File: src/hdl/leg_inverse_kinematics_core_macros.svh
// Assertion helpers for the RTL file that carries checks.
`ifndef LEG_INVERSE_KINEMATICS_CORE_MACROS_SVH
`define LEG_INVERSE_KINEMATICS_CORE_MACROS_SVH

// Same-cycle implication, sampled on the rising clock, off during reset.
`define LIK_ASSERT_IMP(lbl, ante, cons, msg) \
    lbl: assert property (@(posedge i_clk) disable iff (!i_rst_n) (ante) |-> (cons)) \
        else $error(msg);

// Next-cycle implication, sampled on the rising clock, off during reset.
`define LIK_ASSERT_NXT(lbl, ante, cons, msg) \
    lbl: assert property (@(posedge i_clk) disable iff (!i_rst_n) (ante) |=> (cons)) \
        else $error(msg);

`endif

File: src/hdl/lik_pkg.sv
`default_nettype none
package lik_pkg;

    // Servo position width; the payload types below are built on it.
    localparam int POSITION_BITS = 12;

    // CORDIC datapath widths: vector lanes and angle accumulator.
    localparam int CW = 28;
    localparam int ACC_W = 34;
    localparam int ATAN_LEN = 24;

    // atan(2^-i) in units of 2^32 per full turn.
    localparam logic [31:0] ATAN_TURNS [ATAN_LEN] = '{
        32'h20000000, 32'h12E4051E, 32'h09FB385B, 32'h051111D4, 32'h028B0D43,
        32'h0145D7E1, 32'h00A2F61E, 32'h00517C55, 32'h0028BE53, 32'h00145F2F,
        32'h000A2F98, 32'h000517CC, 32'h00028BE6, 32'h000145F3, 32'h0000A2FA,
        32'h0000517D, 32'h000028BE, 32'h0000145F, 32'h00000A30, 32'h00000518,
        32'h0000028C, 32'h00000146, 32'h000000A3, 32'h00000051
    };

    // Configuration register indexes.
    localparam logic [1:0] REG_COXA   = 2'd0;
    localparam logic [1:0] REG_FEMUR  = 2'd1;
    localparam logic [1:0] REG_BASE   = 2'd2;
    localparam logic [1:0] REG_MARGIN = 2'd3;

    typedef struct packed {
        logic signed [15:0] target_x;
        logic signed [15:0] target_y;
        logic signed [15:0] target_z;
        logic               mirror_side;
    } t_ik_in;

    typedef struct packed {
        logic [POSITION_BITS-1:0] upper_position;
        logic [POSITION_BITS-1:0] lower_position;
        logic                     reachable;
    } t_ik_out;

endpackage
`default_nettype wire

File: src/hdl/lik_pos_map.sv
`default_nettype none
// Turns an angle (2^32 per turn) into a clamped servo position in two stages.
module lik_pos_map (
    input  wire logic                            i_clk,
    input  wire logic                            i_rst_n,
    input  wire logic                            i_en,
    input  wire logic                            i_valid,
    input  wire logic signed [lik_pkg::ACC_W-1:0] i_acc,
    output logic                                 o_valid,
    output logic [lik_pkg::POSITION_BITS-1:0]    o_pos,
    output logic                                 o_clamped
);
    import lik_pkg::*;

    localparam int PB = POSITION_BITS;
    localparam int MAG_W = ACC_W - 1;
    localparam int PROD_W = MAG_W + PB;
    localparam logic [PB-1:0] TOP = {PB{1'b1}};
    localparam logic signed [PB+2:0] CENTER = (PB+3)'(1) <<< (PB - 1);
    localparam logic signed [PB+2:0] TOP_S = signed'({3'b000, TOP});

    logic [ACC_W-1:0]    neg_acc;
    logic [MAG_W-1:0]    mag;
    logic                r_neg;
    logic [PROD_W-1:0]   r_prod;
    logic                r_valid;
    logic [PROD_W:0]     rounded;
    logic [PB+1:0]       q;
    logic signed [PB+2:0] p;

    assign neg_acc = ACC_W'(-i_acc);
    assign mag = i_acc[ACC_W-1] ? neg_acc[MAG_W-1:0] : i_acc[MAG_W-1:0];

    // Round half away from zero: magnitude first, sign applied afterwards.
    assign rounded = (PROD_W+1)'(r_prod) + ((PROD_W+1)'(1) << 31);
    assign q = rounded[PB+33:32];
    assign p = r_neg ? CENTER - signed'({1'b0, q}) : CENTER + signed'({1'b0, q});

    always_ff @(posedge i_clk) begin
        if (!i_rst_n) begin
            r_valid <= 1'b0;
            o_valid <= 1'b0;
        end else if (i_en) begin
            r_valid <= i_valid;
            o_valid <= r_valid;
        end
    end

    always_ff @(posedge i_clk) begin
        if (i_en) begin
            r_neg  <= i_acc[ACC_W-1];
            r_prod <= PROD_W'(mag) * PROD_W'(TOP);
            if (p < 0) begin
                o_pos     <= '0;
                o_clamped <= 1'b1;
            end else if (p > TOP_S) begin
                o_pos     <= TOP;
                o_clamped <= 1'b1;
            end else begin
                o_pos     <= p[PB-1:0];
                o_clamped <= 1'b0;
            end
        end
    end
endmodule
`default_nettype wire

File: config.mk
export PLATFORM = sky130hd
export DESIGN_NAME = lik_pos_map
export DESIGN_NICKNAME = d
export VERILOG_FILES = /design/src/hdl/leg_inverse_kinematics_core_macros.svh /design/src/hdl/lik_pkg.sv /design/src/hdl/lik_pos_map.sv
export SDC_FILE = /design/constraint.sdc
export NUM_CORES = 1
export LEC_CHECK = 0
export BUFFER_PORTS_ARGS = -buffer_cell sky130_fd_sc_hd__buf_4
export CAP_MARGIN = 20
export CORE_MARGIN = 3
export CORE_UTILIZATION = 56
export DETAILED_ROUTE_END_ITERATION = 8
export HOLD_SLACK_MARGIN = 0.08
export PLACE_DENSITY = 0.76
export SETUP_SLACK_MARGIN = 0.4
export SLEW_MARGIN = 0
export SYNTH_ARGS = -nofsm -noshare
export SYNTH_HDL_FRONTEND = slang
export SYNTH_SLANG_ARGS = --single-unit
File: constraint.sdc
create_clock -name i_clk -period 9.9 [get_ports i_clk]
set_input_delay 1.98 -clock i_clk [delete_from_list [all_inputs] [get_ports i_clk]]
set_output_delay 1.98 -clock i_clk [all_outputs]
set_load 0.1 [all_outputs]
Word level (Yosys, flattened, before mapping)
Cells that the tools add are included.

Multiplexer cells: 4. Add/subtract/negate cells: 4. Magnitude comparators: 2. $mul: 1.

Operator list (count): adder 45 x 32 -> 46 bit (second input constant) (1); multiplier 33 x 12 -> 45 bit (second input constant) (1); two-way mux 33 bit (1); negation 33 bit (1); adder 12 x 14 -> 15 bit (first input constant) (1); greater-than comparator 15 x 13 -> 1 bit (second input constant) (1); less-than comparator 15 x 1 -> 1 bit (second input constant) (1); two-way mux 15 bit (1); subtractor 12 x 14 -> 15 bit (first input constant) (1); two-way mux 12 bit (1); two-way mux 1 bit (1).

Bits in registers: 61. Word-level logic and storage cells: 17. Output and inout port bits: 14. Input port bits: 38.

Depth between registers and ports, before layout
Depth in word-level cells: 5. Mapped depth: 27. Mapped depth without buffers: 27.

Least setup slack after synthesis
No wires, ideal clock.

Path kind: input to register. From: input i_acc[3] in the netlist's numbering. To: register r_prod[42] (data pin). Arrival time: 8.814 ns. Path buffers: 0. Required time: 9.642 ns. Stages on the path: 27. Setup time: 0.258 ns. Path slack: 0.828 ns. Cell sequence: or4_4 nor4_4 nand2b_2 or4_4 o21ai_0 xor2_1 xor2_1 ha_1 or2_2 inv_1 fa_1 inv_1 fa_1 fa_1 inv_1 fa_1 inv_1 ha_1 nand3_1 nor4_1 o21ai_0 a31oi_1 o21ai_1 o31a_1 o2111ai_1 a21oi_1 xnor2_1.

Cells in the longest elaborated chain, start to end: 3.

RTL lines: from (decl) (RTL line lik_pos_map.sv:8) `input wire logic signed [lik_pkg::ACC_W-1:0] i_acc,`; negation 33 bit (RTL line lik_pos_map.sv:31) `assign neg_acc = ACC_W'(-i_acc);`; two-way mux 33 bit * (RTL line lik_pos_map.sv:32) `assign mag = i_acc[ACC_W-1] ? neg_acc[MAG_W-1:0] : i_acc[MAG_W-1:0];`; multiplier 33 x 12 -> 45 bit * (RTL line lik_pos_map.sv:52) `r_prod <= PROD_W'(mag) * PROD_W'(TOP);`; to (signal assigned) (RTL line lik_pos_map.sv:52); to (decl) (RTL line lik_pos_map.sv:25) `logic [PROD_W-1:0] r_prod;`.

Every way passes the cells marked *; elsewhere a longest branch is shown, timed or not. A chain may end at the register's enable or synchronous reset.

Worst setup path after layout
Same ends and word-level chain as after synthesis.

==> results by group <==
Clocking
  • Root Driver: clkbuf_16
  • Total CTS buffers: 5
  • Worst-path clk slew: 0.05 ns
  • Hold-fix buffers, CTS: 0
  • CTS tree: done
  • Clk_lat worst skew: 0.27 ns
  • CTS Sinks: 30
  • Clock H-tree levels: 2
  • Clock Path Buffers: 2

Critical path
  • CP required: 9.92 ns
  • CP max FO: 7
  • Critical Setup Path Class: in2reg
  • Worst setup EP type: register
  • Delay-heaviest family, CP: adder cells
  • Most frequent CP cell: fa_1
  • Worst Setup Start Kind: input pin
  • Crit-path max cell delay: 0.57 ns
  • Slowest CP cell: or4_4
  • Critical Path AT: 9.16 ns
  • Worst path bufs/invs: 4

Global route
  • Initial antenna violation count: 0
  • Total track usage: 20.8%
  • Global-route wire length before repair: 31.4 mm
  • Vias in the first global route: 6,656
  • Pin count of the biggest net entering global routing: 35
  • GR Overflow Total: 0

Outcome
  • Status: finished, final reports clean

Timing
  • Skew final: 0.00834 ns
  • Max_slew headroom: 35.8%
  • Slew Limit Fails: 0
  • Final min period: 9.14 ns
  • Setup tns final: 0 ns
  • Finish-stage setup viols: 0
  • Slew @ Worst Pin: 0.955 ns
  • Tcrit/Tclk final: 92.3%
  • Final hold violation count: 0
  • RSZ-0062 raised after global routing: no
  • WHS: 0.519 ns
  • Fmax: 109 MHz

Placement
  • Port Buffers: 51
  • Post-DP HPWL: 16.9 mm
  • Routability cong.: 0.894

Drt
  • DR WL/cell: 14.4 µm
  • Final WL: 18.4 mm
  • DRC Markers: 0
  • Vias/cell: 5.10
  • Detail Route Antenna Nets: 0
  • Initial DRC count: 273
  • Vias post-DR: 6,507
  • Drt pass-1 iters: 4

Logic synthesis
  • Post-synthesis cell area: 9670 µm²
  • Syn Area/Cell: 9.73 µm²
  • Synth Instances: 994
  • YS warnings: 0
  • Share of the yosys chip area belonging to registers: 9.11%
  • Post-synth top flop: edfxtp_1
  • Register bit count reported by yosys: 30
  • Async SR Flop Fraction: 0%
  • Count of cell types in the netlist: 66
  • Syn nets: 1,316
  • EDFF count, synth: 28

Floorplanning
  • Core area: 16,800 µm²
  • Die Width: 137 µm
  • Rows: 47
  • Die footprint: 18,900 µm²
  • Initial Utilization: 57.7%
  • Num ports: 52
  • Die Ht: 137 µm

Job
  • Max_cap viols: 0

Cells and area
  • Final nets: 1,376
  • Syn-to-layout area delta: 9.78%
  • Layout cells sized above 1: 9.86%
  • Final core utilization: 63.4%
  • N_diodes: 0
  • FILL cells: 1,432

Hold path
  • Hold WC Path Type: reg2reg
-- layout by cell type (no fill, tap or decap), types with 24 or more instances in the layout --
cell      netlist  routed
fa_1          198     197
inv_1         314     314
edfxtp_1       28      28
o21ai_0        25      24
xor2_1         33      30
ha_1           86      85
buf_4           0      63
nand2_1        36      36
xnor2_1        50      46
nand3_1        24      24
-- routing by layer --
layer,GRT usage (%),vias to the layer above,routed length [µm]
li1,-,3194,-
met1,29.9,3191,8340
met2,35.1,107,9270
met3,2.45,15,645
met4,2.94,0,163
met5,0,-,0
-- Yosys cell counts (all sizes together) (10+ instances only) --
| cell | n | area share, % |
|---|---|---|
| a21oi | 18 | 0.93 |
| xnor2 | 50 | 4.5 |
| nand3 | 24 | 1.2 |
| ha | 86 | 11 |
| o31ai | 12 | 1.2 |
| fa | 198 | 41 |
| xor2 | 37 | 3.8 |
| o21ai | 27 | 1.4 |
| edfxtp | 28 | 8.7 |
| nand2 | 37 | 1.5 |
| a21o | 14 | 1.1 |
| nor2 | 20 | 0.78 |
| inv | 314 | 12 |
| maj3 | 10 | 1.0 |
-- sequential cells by signal (all words and copies together) (netlist names) --
| name | cells |
|---|---|
| r_neg | 1 |
| o_pos | 12 |
| r_prod | 14 |
| o_valid | 1 |
| r_valid | 1 |
| o_clamped | 1 |
-- cells by family after synthesis --
logic type | Yosys count | synth area share, %
compound gates | 122 | 9.05
xor+xnor | 87 | 8.30
fa+ha+maj | 294 | 53.1
buf+inv | 324 | 12.6
flops | 30 | 9.11
mux | 5 | 0.530
simple gates | 132 | 7.30
-- worst min-delay path: cells and delay by family, from the launching register on --
| kind | cells | cell delay (ns) |
|---|---|---|
| and+or+nand+nor | 1 | 0.09 |
| DFF | 1 | 0.32 |
| muxes | 1 | 0.07 |
-- area by class of cell --
| class | count | area, µm² | area share, % |
|---|---|---|---|
| repair buffers | 63 | 473 | 4.45 |
| well taps | 220 | 275 | 2.59 |
| inverters | 314 | 1180 | 11.1 |
| flip-flops and latches | 30 | 881 | 8.30 |
| multi-input cells | 640 | 7670 | 72.3 |
| clock inverters | 2 | 8.76 | 0.0825 |
| clock buffers | 6 | 129 | 1.21 |
-- final timing paths --
kind	startpoint	to	slack, ns	cells past startpoint
min reg2reg	r_valid	r_valid	0.52	2
max	i_acc[3]	r_prod[42]	0.76	27
max reg2reg	r_prod[31]	o_pos[11]	6.67	9
min	r_valid	r_valid	0.52	2
-- timing repair --
action | in CTS | in global routing
resized for setup | 0 | 17
setup endpoints to repair | 0 | 9
setup buffers | 0 | 3
-- stage by stage --
step | setup slack [ns] | instances | cell area [µm²]
after CTS | 0.473 | 1272 | 10500
final | 0.760 | 1275 | 10600
after floorplan | 0.828 | 994 | 9670
after detailed placement | 0.209 | 1264 | 10400
after global routing | 0.409 | 1275 | 10600
after global placement | 0.307 | 1264 | 10400
Power is not shown: default switching activity piles up to over one toggle a cycle in this logic, so the estimate is an artifact.
