`src/hdl/leg_inverse_kinematics_core_macros.svh`:
```
// Assertion helpers for the RTL file that carries checks.
`ifndef LEG_INVERSE_KINEMATICS_CORE_MACROS_SVH
`define LEG_INVERSE_KINEMATICS_CORE_MACROS_SVH

// Same-cycle implication, sampled on the rising clock, off during reset.
`define LIK_ASSERT_IMP(lbl, ante, cons, msg) \
    lbl: assert property (@(posedge i_clk) disable iff (!i_rst_n) (ante) |-> (cons)) \
        else $error(msg);

// Next-cycle implication, sampled on the rising clock, off during reset.
`define LIK_ASSERT_NXT(lbl, ante, cons, msg) \
    lbl: assert property (@(posedge i_clk) disable iff (!i_rst_n) (ante) |=> (cons)) \
        else $error(msg);

`endif

```
`src/hdl/lik_pkg.sv`:
```
`default_nettype none
package lik_pkg;

    // Servo position width; the payload types below are built on it.
    localparam int POSITION_BITS = 12;

    // CORDIC datapath widths: vector lanes and angle accumulator.
    localparam int CW = 28;
    localparam int ACC_W = 34;
    localparam int ATAN_LEN = 24;

    // atan(2^-i) in units of 2^32 per full turn.
    localparam logic [31:0] ATAN_TURNS [ATAN_LEN] = '{
        32'h20000000, 32'h12E4051E, 32'h09FB385B, 32'h051111D4, 32'h028B0D43,
        32'h0145D7E1, 32'h00A2F61E, 32'h00517C55, 32'h0028BE53, 32'h00145F2F,
        32'h000A2F98, 32'h000517CC, 32'h00028BE6, 32'h000145F3, 32'h0000A2FA,
        32'h0000517D, 32'h000028BE, 32'h0000145F, 32'h00000A30, 32'h00000518,
        32'h0000028C, 32'h00000146, 32'h000000A3, 32'h00000051
    };

    // Configuration register indexes.
    localparam logic [1:0] REG_COXA   = 2'd0;
    localparam logic [1:0] REG_FEMUR  = 2'd1;
    localparam logic [1:0] REG_BASE   = 2'd2;
    localparam logic [1:0] REG_MARGIN = 2'd3;

    typedef struct packed {
        logic signed [15:0] target_x;
        logic signed [15:0] target_y;
        logic signed [15:0] target_z;
        logic               mirror_side;
    } t_ik_in;

    typedef struct packed {
        logic [POSITION_BITS-1:0] upper_position;
        logic [POSITION_BITS-1:0] lower_position;
        logic                     reachable;
    } t_ik_out;

endpackage
`default_nettype wire

```
`src/hdl/lik_cordic_cell.sv`:
```
`default_nettype none
// One vectoring CORDIC micro-rotation, drives y toward zero.
module lik_cordic_cell #(
    parameter int STEP = 0,
    parameter int SB_W = 1
) (
    input  wire logic                            i_clk,
    input  wire logic                            i_rst_n,
    input  wire logic                            i_en,
    input  wire logic                            i_valid,
    input  wire logic signed [lik_pkg::CW-1:0]    i_x,
    input  wire logic signed [lik_pkg::CW-1:0]    i_y,
    input  wire logic signed [lik_pkg::ACC_W-1:0] i_acc,
    input  wire logic [SB_W-1:0]                 i_sb,
    output logic                                 o_valid,
    output logic signed [lik_pkg::CW-1:0]         o_x,
    output logic signed [lik_pkg::CW-1:0]         o_y,
    output logic signed [lik_pkg::ACC_W-1:0]      o_acc,
    output logic [SB_W-1:0]                      o_sb
);
    import lik_pkg::*;

    logic signed [ACC_W-1:0] angle;
    logic signed [CW-1:0]    x_sh;
    logic signed [CW-1:0]    y_sh;

    assign angle = signed'({{(ACC_W-32){1'b0}}, ATAN_TURNS[STEP]});
    assign x_sh  = i_x >>> STEP;
    assign y_sh  = i_y >>> STEP;

    always_ff @(posedge i_clk) begin
        if (!i_rst_n) begin
            o_valid <= 1'b0;
        end else if (i_en) begin
            o_valid <= i_valid;
        end
    end

    always_ff @(posedge i_clk) begin
        if (i_en) begin
            o_sb <= i_sb;
            if (i_y > 0) begin
                o_x   <= i_x + y_sh;
                o_y   <= i_y - x_sh;
                o_acc <= i_acc + angle;
            end else begin
                o_x   <= i_x - y_sh;
                o_y   <= i_y + x_sh;
                o_acc <= i_acc - angle;
            end
        end
    end
endmodule
`default_nettype wire

```
`config.mk`:
```
export PLATFORM = sky130hd
export DESIGN_NAME = lik_cordic_cell
export DESIGN_NICKNAME = d
export VERILOG_FILES = /design/src/hdl/leg_inverse_kinematics_core_macros.svh /design/src/hdl/lik_pkg.sv /design/src/hdl/lik_cordic_cell.sv
export SDC_FILE = /design/constraint.sdc
export NUM_CORES = 1
export LEC_CHECK = 0
export BUFFER_PORTS_ARGS = -buffer_cell sky130_fd_sc_hd__buf_2
export CAP_MARGIN = 20
export CELL_PAD_IN_SITES_DETAIL_PLACEMENT = 0
export CELL_PAD_IN_SITES_GLOBAL_PLACEMENT = 2
export CORE_ASPECT_RATIO = 0.8
export CORE_MARGIN = 2
export CORE_UTILIZATION = 33
export DETAILED_ROUTE_END_ITERATION = 16
export GPL_TIMING_DRIVEN = 0
export PLACE_DENSITY_LB_ADDON = 0.1
export SLEW_MARGIN = 20
export SYNTH_ARGS = -nofsm -noshare
export SYNTH_HDL_FRONTEND = slang
export SYNTH_SLANG_ARGS = --single-unit
export TNS_END_PERCENT = 5
```
`constraint.sdc`:
```
create_clock -name i_clk -period 3.61 [get_ports i_clk]
set_clock_uncertainty 0.1 [all_clocks]
set_input_delay 0.5415 -clock i_clk [delete_from_list [all_inputs] [get_ports i_clk]]
set_output_delay 0.5415 -clock i_clk [all_outputs]
set_load 0.05 [all_outputs]
```
# Word level (Yosys, flattened, before mapping)
# Cells that the tools add are included.
# W data, S select, Z words.
# op_classes
add_sub_neg,5
n_mux,3
magnitude_cmp,1
# op_table
op,n
$mux W28,2
$sub A28 B28 Y28,2
$add A34 B31 Y34 const B,1
$mux W34,1
$sub A34 B31 Y34 const B,1
$add A28 B28 Y28,1
$gt A28 B1 Y1 const B,1
# word_totals
word_cells,14
regBits,92
output_inout_bits,92
input_bits,95

# Longest topological paths before layout
# logic_depth
word_depth,2
mapped_depth,12
mapped_depth_nobuf,11

# Least setup slack after synthesis
# No wires, ideal clock.
# synth_path
kind,input to register
start,input i_y[16] (netlist bit)
end,"register o_acc[33] (netlist bit), data pin"
path_buffers,2
cell_stages,11
arrival_ns,2.780
slack_ns,0.462
required_ns,3.242
setup_time_ns,0.268
cell_sequence,nor4_1 > nand4_1 > o21ba_2 > inv_1 > buf_1 > buf_1 > ha_1 > a21o_1 > a21oi_1 > xnor2_1 > xnor2_1
# synth_via
elab_chain_len,2
# synth_rtl
element,line,rtl
start: declaration,lik_cordic_cell.sv:12,"input wire logic signed [lik_pkg::CW-1:0] i_y,"
$gt A28 B1 Y1,lik_cordic_cell.sv:42,if (i_y > 0) begin
$mux W34,lik_cordic_cell.sv:42,
end signal: assignment,lik_cordic_cell.sv:45,o_acc <= i_acc + angle;
end signal: assignment,lik_cordic_cell.sv:49,o_acc <= i_acc - angle;
end: declaration,lik_cordic_cell.sv:18,"output logic signed [lik_pkg::ACC_W-1:0] o_acc,"
# Every way passes these cells.
# A chain may end at the register's enable or synchronous reset.

# Worst setup path in the final report
# layout_path
start,input i_y[17] (netlist bit)
end,"register o_acc[33] (netlist bit), data pin"
# Same word-level chain as after synthesis.

==> run_results.csv <==
group,metric,value,unit
sta,period_minus_slack,3.50,ns
sta,worst_pin_slew,0.978,ns
sta,finalSetupViolations,0,
logic_synthesis,ys_types,67,
placed_design,hpwl,21.5,mm
critical_path,rr_worst_depth,2,
grt,grt_max_degree,61,
critical_path,r2r_slack,2.92,ns
placed_design,portBuffers,186,
cts,clk_latency,0.36,ns
hold_path,hold_path_startpoint,"i_acc[20]",
sta,fin_crit_sh,0.969,
sta,fmax,286,MHz
grt,grt_pass1_vias,6681,
floorplanning,rows,50,
critical_path,crit_type,"input pin to flip-flop",
status,outcome,"finished, final reports clean",
grt,grt_use_met1,0.328,
floorplanning,die_w,175,µm
logic_synthesis,synth_xor_area_frac,0.0622,
finish,syn2layout_area_growth,21.6,%
floorplanning,ios,187,
logic_synthesis,async_flop_share,0,
floorplanning,dieArea,24700,µm²
finish,finalNetCount,1228,
hold_path,worstHoldEndpoint,"o_acc[20]$_DFFE_PP_",
grt,use_met3,0.0380,
floorplanning,initial_core_util,0.334,
detailed_routing,vias,6941,
hold_path,hp-class,"input pin to flip-flop",
sta,rsz0062_at_grt,"yes",
placed_design,gp_congestion,0.860,
cts,numCtsBuffers,9,
logic_synthesis,synth_mux_area_frac,0.00904,
finish,fillers,2421,
sta,slew_headroom,0.348,
finish,most-common-layout-cells,"buf_2 (188), a21oi_1 (92), ha_1 (91)",
logic_synthesis,synth_edf_count,90,
finish,drive_gt1_frac,0.226,
sta,report.final.slew_viol_count,0,
finish,antenna_cells,0,
detailed_routing,drc,0,
critical_path,rr_endpoint,"o_valid$_SDFFE_PN0P_",
power_and_ir_drop,vdd_drop_max,0.217,mV
critical_path,crit_path_start_kind,"input pin",
floorplanning,die_h,141,µm
critical_path,required,3.59,ns
logic_synthesis,synthSimpleGateAreaFrac,0.125,
sta,final-hold-violation-count,0,
grt,grt_pass1_wl,40.4,mm
detailed_routing,ant_nets,0,
floorplanning,core-area,23200,µm²
cts,cts_tree,"done",
logic_synthesis,synth_warnings,0,
logic_synthesis,netlist_instances,841,
detailed_routing,dr.pass1.iters,5,
cts,root_buffer,"clkbuf_16",
cts,clock_path_buffers,2,
logic_synthesis,synth_fa_ha_area_frac,0.157,
detailed_routing,drt_iter0_markers,503,
grt,grt_most_used_layer,"met1",
cts,cts.htree.levels,3,
finish,fin_util,0.406,
logic_synthesis,seq_area_frac_synth,0.351,
logic_synthesis,synth-compound-area-share,0.233,
cts,numClockSinks,91,
finish,final_common_cell,"buf_2",
grt,use_met2,0.318,
logic_synthesis,synth_seq_cells,91,
logic_synthesis,synthFlopType,"edfxtp_1",
job,cap_violations,0,
critical_path,worstReg2RegStart,"o_valid$_SDFFE_PN0P_",
logic_synthesis,syn_nets,1031,
logic_synthesis,synth.cell_area,7750,µm²
grt,grt_antenna_before_repair,0,
logic_synthesis,avgSynthCellArea,9.22,µm²
detailed_routing,totalWireLength,27.1,mm
hold_path,hold_depth,1,
grt,gr-total-overflow,0,
sta,holdWs,0.252,ns
critical_path,crit_arrival,3.48,ns
cts,cts.clk_slew.worst_paths,0.07,ns
logic_synthesis,synth_top_family_by_area,"compound AO/OA/AOI/OAI gates",
power_and_ir_drop,power_density,428,nW/µm²
detailed_routing,vias_per_cell,5.12,
power_and_ir_drop,power_leakage,0.00420,µW
detailed_routing,wire_per_inst,20.0,µm
critical_path,cp-end-kind,"flip-flop",
grt,grt_use_total,0.217,
critical_path,cp_max_fo,15,
[flip-flops by register name, summed over array words and instances (netlist names)]
signal	cells
o_y	27
o_sb	1
o_acc	34
o_valid	1
o_x	28
[report_power, final]
part	switching, µW	total, µW	internal (µW)
logic	1200	1680	479
clock network	472	974	502
registers	31.3	1380	1350
[logic make-up (layout without fill, tap and decap cells)]
family,count (synthesis),count (layout)
compound gates,283,283
xor+xnor,55,55
fa+ha+maj,95,95
buf+inv,122,324
flops,91,91
mux,7,7
simple gates,188,188
[critical path: stages]
cell	delay, ns
buf_2	0.16
nor4_1	0.58
nand4_1	0.15
o21ba_2	0.26
inv_1	0.44
clkbuf_4	0.45
ha_1	0.32
a21o_1	0.18
a21oi_1	0.17
xnor2_1	0.15
xnor2_1	0.08
[synthesized netlist by cell type (all sizes together) (4+ instances only)]
master | instances | area, µm²
buf | 15 | 78.8
xnor2 | 45 | 394
o21bai | 19 | 143
and3 | 5 | 31.3
or3 | 7 | 43.8
a21oi | 92 | 460
nor3 | 20 | 100
o21a | 6 | 45.0
nand2b | 9 | 56.3
clkbuf | 22 | 82.6
a211oi | 12 | 90.1
xor2 | 10 | 87.6
o21ai | 64 | 320
fa | 4 | 80.1
a21boi | 5 | 37.5
a211o | 5 | 43.8
nor2 | 39 | 146
o22ai | 7 | 43.8
nor4 | 9 | 62.6
o31ai | 6 | 45.0
nand4 | 5 | 31.3
edfxtp | 90 | 2700
nand2 | 41 | 154
inv | 85 | 319
nand3 | 14 | 70.1
o211ai | 4 | 30.0
mux2i | 7 | 70.1
or4 | 4 | 33.8
nor2b | 16 | 100
a21o | 25 | 188
ha | 91 | 1140
or2 | 7 | 43.8
a31oi | 10 | 77.6
and4 | 4 | 37.5
[area by class of cell]
| type | instances | area (µm²) | share of cell area |
|---|---|---|---|
| multi-input cells | 628 | 4580 | 0.486 |
| plain buffers | 36 | 161 | 0.0171 |
| flip-flops and latches | 91 | 2720 | 0.289 |
| clock buffers | 10 | 239 | 0.0254 |
| clock inverters | 6 | 53.8 | 0.00571 |
| repair buffers | 187 | 961 | 0.102 |
| well taps | 312 | 390 | 0.0414 |
| inverters | 85 | 319 | 0.0339 |
[timing repair]
item / CTS / global route
setup buffers: 0 / 0
hold endpoints to repair: 0 / 0
hold buffers: 0 / 0
gates resized for setup: 6 / 4
setup endpoints to repair: 13 / 9
[layer usage]
layer / share of wire / vias up
li1: - / 3423
met1: 0.50 / 3213
met2: 0.41 / 273
met3: 0.071 / 32
met4: 0.017 / 0
met5: 0 / -
[how the worst max path moves through the flow]
stage	start	end	slack (ns)	cells past startpoint
after floorplan	i_y[16]	o_acc[33]$_DFFE_PP_	0.46	11
after global placement	i_y[25]	o_acc[33]$_DFFE_PP_	-1.19	12
after detailed placement	i_y[25]	o_acc[33]$_DFFE_PP_	-1.16	12
after CTS	i_x[15]	o_y[21]$_DFFE_PP_	0.03	13
after global routing	i_x[15]	o_x[21]$_DFFE_PP_	-0.08	13
final	i_y[17]	o_acc[33]$_DFFE_PP_	0.11	11
[through the flow]
stage          setup TNS (ns)  instance area [µm²]  worst slack (ns)  power [µW]  std cells
2_1_floorplan               0                 7750             0.462        2590        841
3_3_place_gp           -11.73                 9070             -1.19        3070       1339
3_5_place_dp           -11.11                 9100             -1.16        3070       1340
4_1_cts                     0                 9400            0.0287        4070       1355
5_1_grt                -0.123                 9430           -0.0772        4240       1355
6_report                    0                 9430             0.112        4030       1355
No activity file was read; power rests on OpenSTA's default activity.
