## src/hdl/leg_inverse_kinematics_core_macros.svh

```systemverilog
// Assertion helpers for the RTL file that carries checks.
`ifndef LEG_INVERSE_KINEMATICS_CORE_MACROS_SVH
`define LEG_INVERSE_KINEMATICS_CORE_MACROS_SVH

// Same-cycle implication, sampled on the rising clock, off during reset.
`define LIK_ASSERT_IMP(lbl, ante, cons, msg) \
    lbl: assert property (@(posedge i_clk) disable iff (!i_rst_n) (ante) |-> (cons)) \
        else $error(msg);

// Next-cycle implication, sampled on the rising clock, off during reset.
`define LIK_ASSERT_NXT(lbl, ante, cons, msg) \
    lbl: assert property (@(posedge i_clk) disable iff (!i_rst_n) (ante) |=> (cons)) \
        else $error(msg);

`endif

```

## src/hdl/lik_sqrt_cell.sv

```systemverilog
`default_nettype none
// One bit of a restoring integer square root; decides root bit BIT_POS.
module lik_sqrt_cell #(
    parameter int BIT_POS = 15,
    parameter int SB_W = 1
) (
    input  wire logic            i_clk,
    input  wire logic            i_rst_n,
    input  wire logic            i_en,
    input  wire logic            i_valid,
    input  wire logic [31:0]     i_rem,
    input  wire logic [15:0]     i_root,
    input  wire logic [SB_W-1:0] i_sb,
    output logic                 o_valid,
    output logic [31:0]          o_rem,
    output logic [15:0]          o_root,
    output logic [SB_W-1:0]      o_sb
);
    logic [33:0] trial;
    logic [33:0] rem_ext;
    logic        take;

    assign trial   = (34'(i_root) << (BIT_POS + 1)) + (34'd1 << (2 * BIT_POS));
    assign rem_ext = 34'(i_rem);
    assign take    = rem_ext >= trial;

    always_ff @(posedge i_clk) begin
        if (!i_rst_n) begin
            o_valid <= 1'b0;
        end else if (i_en) begin
            o_valid <= i_valid;
        end
    end

    always_ff @(posedge i_clk) begin
        if (i_en) begin
            o_sb <= i_sb;
            if (take) begin
                o_rem  <= 32'(rem_ext - trial);
                o_root <= i_root | (16'd1 << BIT_POS);
            end else begin
                o_rem  <= i_rem;
                o_root <= i_root;
            end
        end
    end
endmodule
`default_nettype wire

```

## config.mk

```make
export PLATFORM = sky130hd
export DESIGN_NAME = lik_sqrt_cell
export DESIGN_NICKNAME = d
export VERILOG_FILES = /design/src/hdl/leg_inverse_kinematics_core_macros.svh /design/src/hdl/lik_sqrt_cell.sv
export SDC_FILE = /design/constraint.sdc
export NUM_CORES = 1
export LEC_CHECK = 0
export BUFFER_PORTS_ARGS = -buffer_cell sky130_fd_sc_hd__buf_2
export CORE_MARGIN = 2
export CORE_UTILIZATION = 45
export DETAILED_ROUTE_END_ITERATION = 16
export PLACE_DENSITY_LB_ADDON = 0.2
export SLEW_MARGIN = 20
export SYNTH_ARGS = -nofsm -noshare
export SYNTH_HDL_FRONTEND = slang
export SYNTH_SLANG_ARGS = --single-unit
```

## constraint.sdc

```tcl
create_clock -name i_clk -period 3.83 [get_ports i_clk]
set_input_delay 0.5745 -clock i_clk [delete_from_list [all_inputs] [get_ports i_clk]]
set_output_delay 0.5745 -clock i_clk [all_outputs]
set_load 0.1 [all_outputs]
```

# [Yosys cells after proc, flatten, opt, wreduce, memory -nomap -nowiden]
# Cells that the tools add are included.
[op_classes] n_addsub=2 magnitude_cmp=1 mux=1
[op_table] operator="$add A32 B31 Y33 const B" n=1
[op_table] operator="$ge A32 B33 Y1" n=1
[op_table] operator="$mux W32" n=1
[op_table] operator="$sub A32 B32 Y32" n=1
[word_totals] register_bits=50 output_inout_bits=50 wordCells=9

# [Depth between registers and ports, before layout]
[depth] ltp_word=3 mapped_depth=10 depth_no_buf=9

# [Least setup slack after synthesis]
# OpenSTA, ideal clock, no wires.
[synth_timing] path_type="input to register" start="in i_root[4]" end="reg o_rem[23] (data pin)" setup_ns=0.260 arrival_ns=2.259 t_required_ns=3.570 path_slack_ns=1.311 stages=10 n_path_buf=2 path_cell_list="inv_1 -> ha_1 -> nand2_1 -> a211oi_2 -> nor2_1 -> o31ai_2 -> o21a_1 -> buf_6 -> buf_8 -> mux2_2"
[synth_via] elab_chain_len=3 elab_cells_between_ends=4
[synth_lines] element="start, declared" line="lik_sqrt_cell.sv:12" rtl="input wire logic [15:0] i_root,"
[synth_lines] element="$add A32 B31 Y33 (*)" line="lik_sqrt_cell.sv:23" rtl="assign trial = (34'(i_root) << (BIT_POS + 1)) + (34'd1 << (2 * BIT_POS));"
[synth_lines] element="$sub A32 B32 Y32 or $ge A32 B33 Y1 (tied branches)" line="lik_sqrt_cell.sv:39, lik_sqrt_cell.sv:25"
[synth_lines] element="$mux W32 (*)" line="lik_sqrt_cell.sv:38" rtl="if (take) begin"
[synth_lines] element="end signal, assigned" line="lik_sqrt_cell.sv:39" rtl="o_rem <= 32'(rem_ext - trial);"
[synth_lines] element="end signal, assigned" line="lik_sqrt_cell.sv:42" rtl="o_rem <= i_rem;"
[synth_lines] element="end, declared" line="lik_sqrt_cell.sv:15" rtl="output logic [31:0] o_rem,"
# Every way passes the cells marked *; elsewhere a longest branch is shown, timed or not.
# A chain may end at the register's enable or synchronous reset.

# [Worst setup path in the final report]
[layout_timing] start="in i_root[4]" end="reg o_rem[19] (data pin)"
[layout_via] elab_chain_len=3
[layout_lines] element="$add A32 B31 Y33" line="lik_sqrt_cell.sv:23"
[layout_lines] element="$ge A32 B33 Y1" line="lik_sqrt_cell.sv:25" rtl="assign take = rem_ext >= trial;"
[layout_lines] element="$mux W32" line="lik_sqrt_cell.sv:38"
# No other way between the ends.

==> run_summary.xml <==
<?xml version="1.0" encoding="UTF-8"?>
<metrics>
  <group name="run_status">
    <metric name="status" unit="">finished clean</metric>
  </group>
  <group name="global_routing">
    <metric name="largest_net_degree_at_the_start_of_global_routing" unit="">51</metric>
    <metric name="grt_overflow" unit="">0</metric>
    <metric name="first_global_vias" unit="">1906</metric>
    <metric name="grt_first_pass_wirelength" unit="um">8500</metric>
    <metric name="globalRouteTotalUtil" unit="%">17.0</metric>
    <metric name="grt_antenna_before_repair" unit="">0</metric>
  </group>
  <group name="timing">
    <metric name="fmaxAchievable" unit="MHz">353</metric>
    <metric name="post_route_clock_period_utilization" unit="%">74.1</metric>
    <metric name="timing.final.crit_period" unit="ns">2.84</metric>
    <metric name="final-max-slew-violation-count" unit="">0</metric>
    <metric name="clock_skew" unit="ns">0</metric>
    <metric name="timing_worst_slew_pin_value" unit="ns">0.813</metric>
    <metric name="timing.max_slew.rel_slack" unit="%">45.8</metric>
    <metric name="setup-violations-final" unit="">0</metric>
    <metric name="hold_violations" unit="">0</metric>
    <metric name="unrepaired_setup_endpoints_after_global_routing" unit="">false</metric>
    <metric name="fin_setup_tns" unit="ns">0</metric>
    <metric name="hold_ws" unit="ns">0.443</metric>
  </group>
  <group name="die">
    <metric name="io_pins" unit="">103</metric>
    <metric name="starting_density_of_the_core" unit="%">47.3</metric>
    <metric name="die_w" unit="um">80.5</metric>
    <metric name="core.rowCount" unit="">27</metric>
    <metric name="placeableCoreArea" unit="um^2">5570</metric>
    <metric name="area_enclosed_by_the_die_boundary" unit="um^2">6480</metric>
    <metric name="die_height" unit="um">80.5</metric>
  </group>
  <group name="power_and_ir_drop">
    <metric name="power_per_cell_area" unit="nW/um^2">500</metric>
    <metric name="post-layout-total-power" unit="W">0.00166</metric>
    <metric name="irDropWorstVdd" unit="mV">0.254</metric>
    <metric name="static-leakage-power" unit="nW">1.46</metric>
  </group>
  <group name="layout">
    <metric name="most-common-layout-cells" unit="">101 x sky130_fd_sc_hd__buf_2, 49 x sky130_fd_sc_hd__edfxtp_1, 19 x sky130_fd_sc_hd__inv_1, 17 x sky130_fd_sc_hd__ha_1, 13 x sky130_fd_sc_hd__mux2_2</metric>
    <metric name="layout.cells.most_common" unit="">sky130_fd_sc_hd__buf_2</metric>
    <metric name="area_growth" unit="%">25.8</metric>
    <metric name="finalNetCount" unit="">382</metric>
    <metric name="layout-drive-gt1-share" unit="%">41.0</metric>
    <metric name="antenna-diode-count" unit="">0</metric>
    <metric name="final_cell_count_no_fill" unit="">384</metric>
  </group>
  <group name="clocking">
    <metric name="clock_tree.htree_level_count" unit="">2</metric>
    <metric name="clock_buffer_count_from_cts" unit="">5</metric>
    <metric name="worstSkewPairLatency" unit="ns">0.30</metric>
    <metric name="cts_repair_resize_count" unit="">0</metric>
    <metric name="cts-hold-fix-buffers" unit="">0</metric>
    <metric name="clock_tree.buffer_depth" unit="">2</metric>
    <metric name="tritoncts" unit="">yes</metric>
    <metric name="root_buffer" unit="">sky130_fd_sc_hd__clkbuf_8</metric>
    <metric name="clk_transition_reported_paths" unit="ns">0.09</metric>
    <metric name="cts_sinks" unit="">50</metric>
    <metric name="cts_setup_buffers" unit="">0</metric>
  </group>
  <group name="placed_design">
    <metric name="gp_congestion" unit="">0.763</metric>
    <metric name="hpwl" unit="um">4110</metric>
    <metric name="dpl.cell_count" unit="">376</metric>
    <metric name="port_buffers" unit="">102</metric>
  </group>
  <group name="synth">
    <metric name="postSynthAreaPerCell" unit="um^2">13.0</metric>
    <metric name="synth.distinct_cells" unit="">47</metric>
    <metric name="synth_enable_flop_cells" unit="">49</metric>
    <metric name="ys_warn_count" unit="">0</metric>
    <metric name="cells_after_synthesis" unit="">203</metric>
    <metric name="synthesis.nets" unit="">274</metric>
    <metric name="ys_ff_latch" unit="">50</metric>
    <metric name="seq_area_frac_synth" unit="%">56.6</metric>
    <metric name="ys_async_sr_fraction" unit="%">0</metric>
    <metric name="most_common_flop_cell_mapped_by_yosys" unit="">sky130_fd_sc_hd__edfxtp_1</metric>
    <metric name="mappedNetlistArea" unit="um^2">2630</metric>
  </group>
  <group name="detailed_routing">
    <metric name="detailroute.via_count" unit="">1968</metric>
    <metric name="iteration_0_drc_count_of_the_detailed_router" unit="">53</metric>
    <metric name="postRouteWirelength" unit="um">5360</metric>
    <metric name="drt-pass1-iter-count" unit="">4</metric>
    <metric name="route.top_layer_used" unit="">met4</metric>
    <metric name="avgRoutedWirePerCell" unit="um">14.0</metric>
    <metric name="drt.antenna.violating_nets" unit="">0</metric>
    <metric name="dr_wl_met3" unit="um">385</metric>
    <metric name="m1WireLength" unit="um">2430</metric>
    <metric name="route.detailed.vias_per_inst" unit="">5.13</metric>
    <metric name="route.met2.wl" unit="um">2480</metric>
    <metric name="route.detailed.drc" unit="">0</metric>
  </group>
  <group name="critical_path">
    <metric name="cp_data_arrival_time" unit="ns">2.90</metric>
    <metric name="setup.worst_path.class" unit="">in -&gt; reg</metric>
    <metric name="crit_fanout" unit="">16</metric>
    <metric name="critPathLaunchType" unit="">input pin</metric>
    <metric name="worst_setup_path_end_kind" unit="">register</metric>
    <metric name="crit_required" unit="ns">3.89</metric>
  </group>
  <group name="min_path">
    <metric name="hold_path_class" unit="">in -&gt; reg</metric>
  </group>
  <group name="flow_run">
    <metric name="maxCapViolCount" unit="">0</metric>
  </group>
</metrics>
-- per-layer routing --
metal / vias to the layer above / GRT usage (%)
met4: 0 / 5.42
met3: 8 / 4.61
met5: - / 0
met2: 68 / 28.4
li1: 988 / -
met1: 904 / 21.5
-- kinds of logic after synthesis --
family          Yosys count  synth area share [%]
flops                    50                  56.6
simple gates             43                  9.03
compound gates           42                  10.8
buf+inv                  21                  3.71
fa+ha+maj                18                  8.84
mux                      16                  6.70
xor+xnor                 13                  4.32
-- flip-flops by register name (all words and copies together) (netlist names) --
signal and flops:
o_sb 1, o_rem 32, o_root 16, o_valid 1
-- cells in the mapped netlist (2+ instances only) --
| library cell | number | area share, % |
|---|---|---|
| sky130_fd_sc_hd__edfxtp_1 | 49 | 56 |
| sky130_fd_sc_hd__inv_1 | 19 | 2.7 |
| sky130_fd_sc_hd__ha_1 | 17 | 8.1 |
| sky130_fd_sc_hd__mux2_2 | 13 | 5.6 |
| sky130_fd_sc_hd__a21oi_1 | 12 | 2.3 |
| sky130_fd_sc_hd__nand2_1 | 10 | 1.4 |
| sky130_fd_sc_hd__nor2_1 | 9 | 1.3 |
| sky130_fd_sc_hd__o21ai_0 | 7 | 1.3 |
| sky130_fd_sc_hd__xnor2_1 | 7 | 2.3 |
| sky130_fd_sc_hd__xor2_1 | 6 | 2.0 |
| sky130_fd_sc_hd__a21o_1 | 3 | 0.86 |
| sky130_fd_sc_hd__mux2i_1 | 3 | 1.1 |
| sky130_fd_sc_hd__nand3_1 | 3 | 0.57 |
| sky130_fd_sc_hd__o2111ai_1 | 3 | 1.0 |
| sky130_fd_sc_hd__a21boi_0 | 2 | 0.57 |
| sky130_fd_sc_hd__and2_1 | 2 | 0.47 |
| sky130_fd_sc_hd__and3_1 | 2 | 0.47 |
| sky130_fd_sc_hd__nand2b_1 | 2 | 0.47 |
| sky130_fd_sc_hd__nand4_1 | 2 | 0.47 |
| sky130_fd_sc_hd__nor2b_1 | 2 | 0.47 |
| sky130_fd_sc_hd__nor4_1 | 2 | 0.47 |
| sky130_fd_sc_hd__nor4b_1 | 2 | 0.67 |
| sky130_fd_sc_hd__o21a_1 | 2 | 0.57 |
-- critical path: stages --
cell and delay [ns]:
sky130_fd_sc_hd__buf_2 0.08, sky130_fd_sc_hd__inv_1 0.04, sky130_fd_sc_hd__ha_1 0.36, sky130_fd_sc_hd__nand2_1 0.12, sky130_fd_sc_hd__a211oi_2 0.23, sky130_fd_sc_hd__nor2_1 0.12
sky130_fd_sc_hd__o31ai_2 0.26, sky130_fd_sc_hd__o21a_1 0.70, sky130_fd_sc_hd__mux2_2 0.41
-- area by class of cell --
cell class / instances / area, um^2
clock buffers: 5 / 68.8
clock inverters: 3 / 26.3
fillers: 497 / 2260
inverters: 19 / 71.3
multi-input cells: 132 / 1040
flip-flops and latches: 50 / 1490
well taps: 72 / 90.1
repair buffers: 103 / 520
-- stage by stage --
| step | setup slack [ns] | util, % | instance area [um^2] |
|---|---|---|---|
| 5_1_grt | 0.781 | 59.4 | 3310 |
| 2_1_floorplan | 1.31 | - | 2630 |
| 4_1_cts | 0.982 | 59.4 | 3310 |
| 6_report | 0.994 | 59.4 | 3310 |
| 3_3_place_gp | 0.696 | 57.7 | 3220 |
| 3_5_place_dp | 0.647 | 57.7 | 3220 |
-- path summary, 6_finish.rpt --
| kind | start | slack, ns | to | depth (start not counted) |
|---|---|---|---|---|
| worst max register to register | o_valid | 3.24 | o_valid | 2 |
| worst min-delay path | i_sb | 0.44 | o_sb | 1 |
| worst min register to register | o_valid | 0.53 | o_valid | 2 |
| worst max-delay path | i_root[4] | 0.99 | o_rem[19] | 9 |
-- power by group --
part | total (W) | internal (W) | switching, W
sequential | 0.000673 | 0.000662 | 0.0000108
combinational | 0.000661 | 0.000143 | 0.000518
clock | 0.000322 | 0.000135 | 0.000188
total | 0.00166 | 0.000940 | 0.000717
Power figures use the tool's default switching activity.
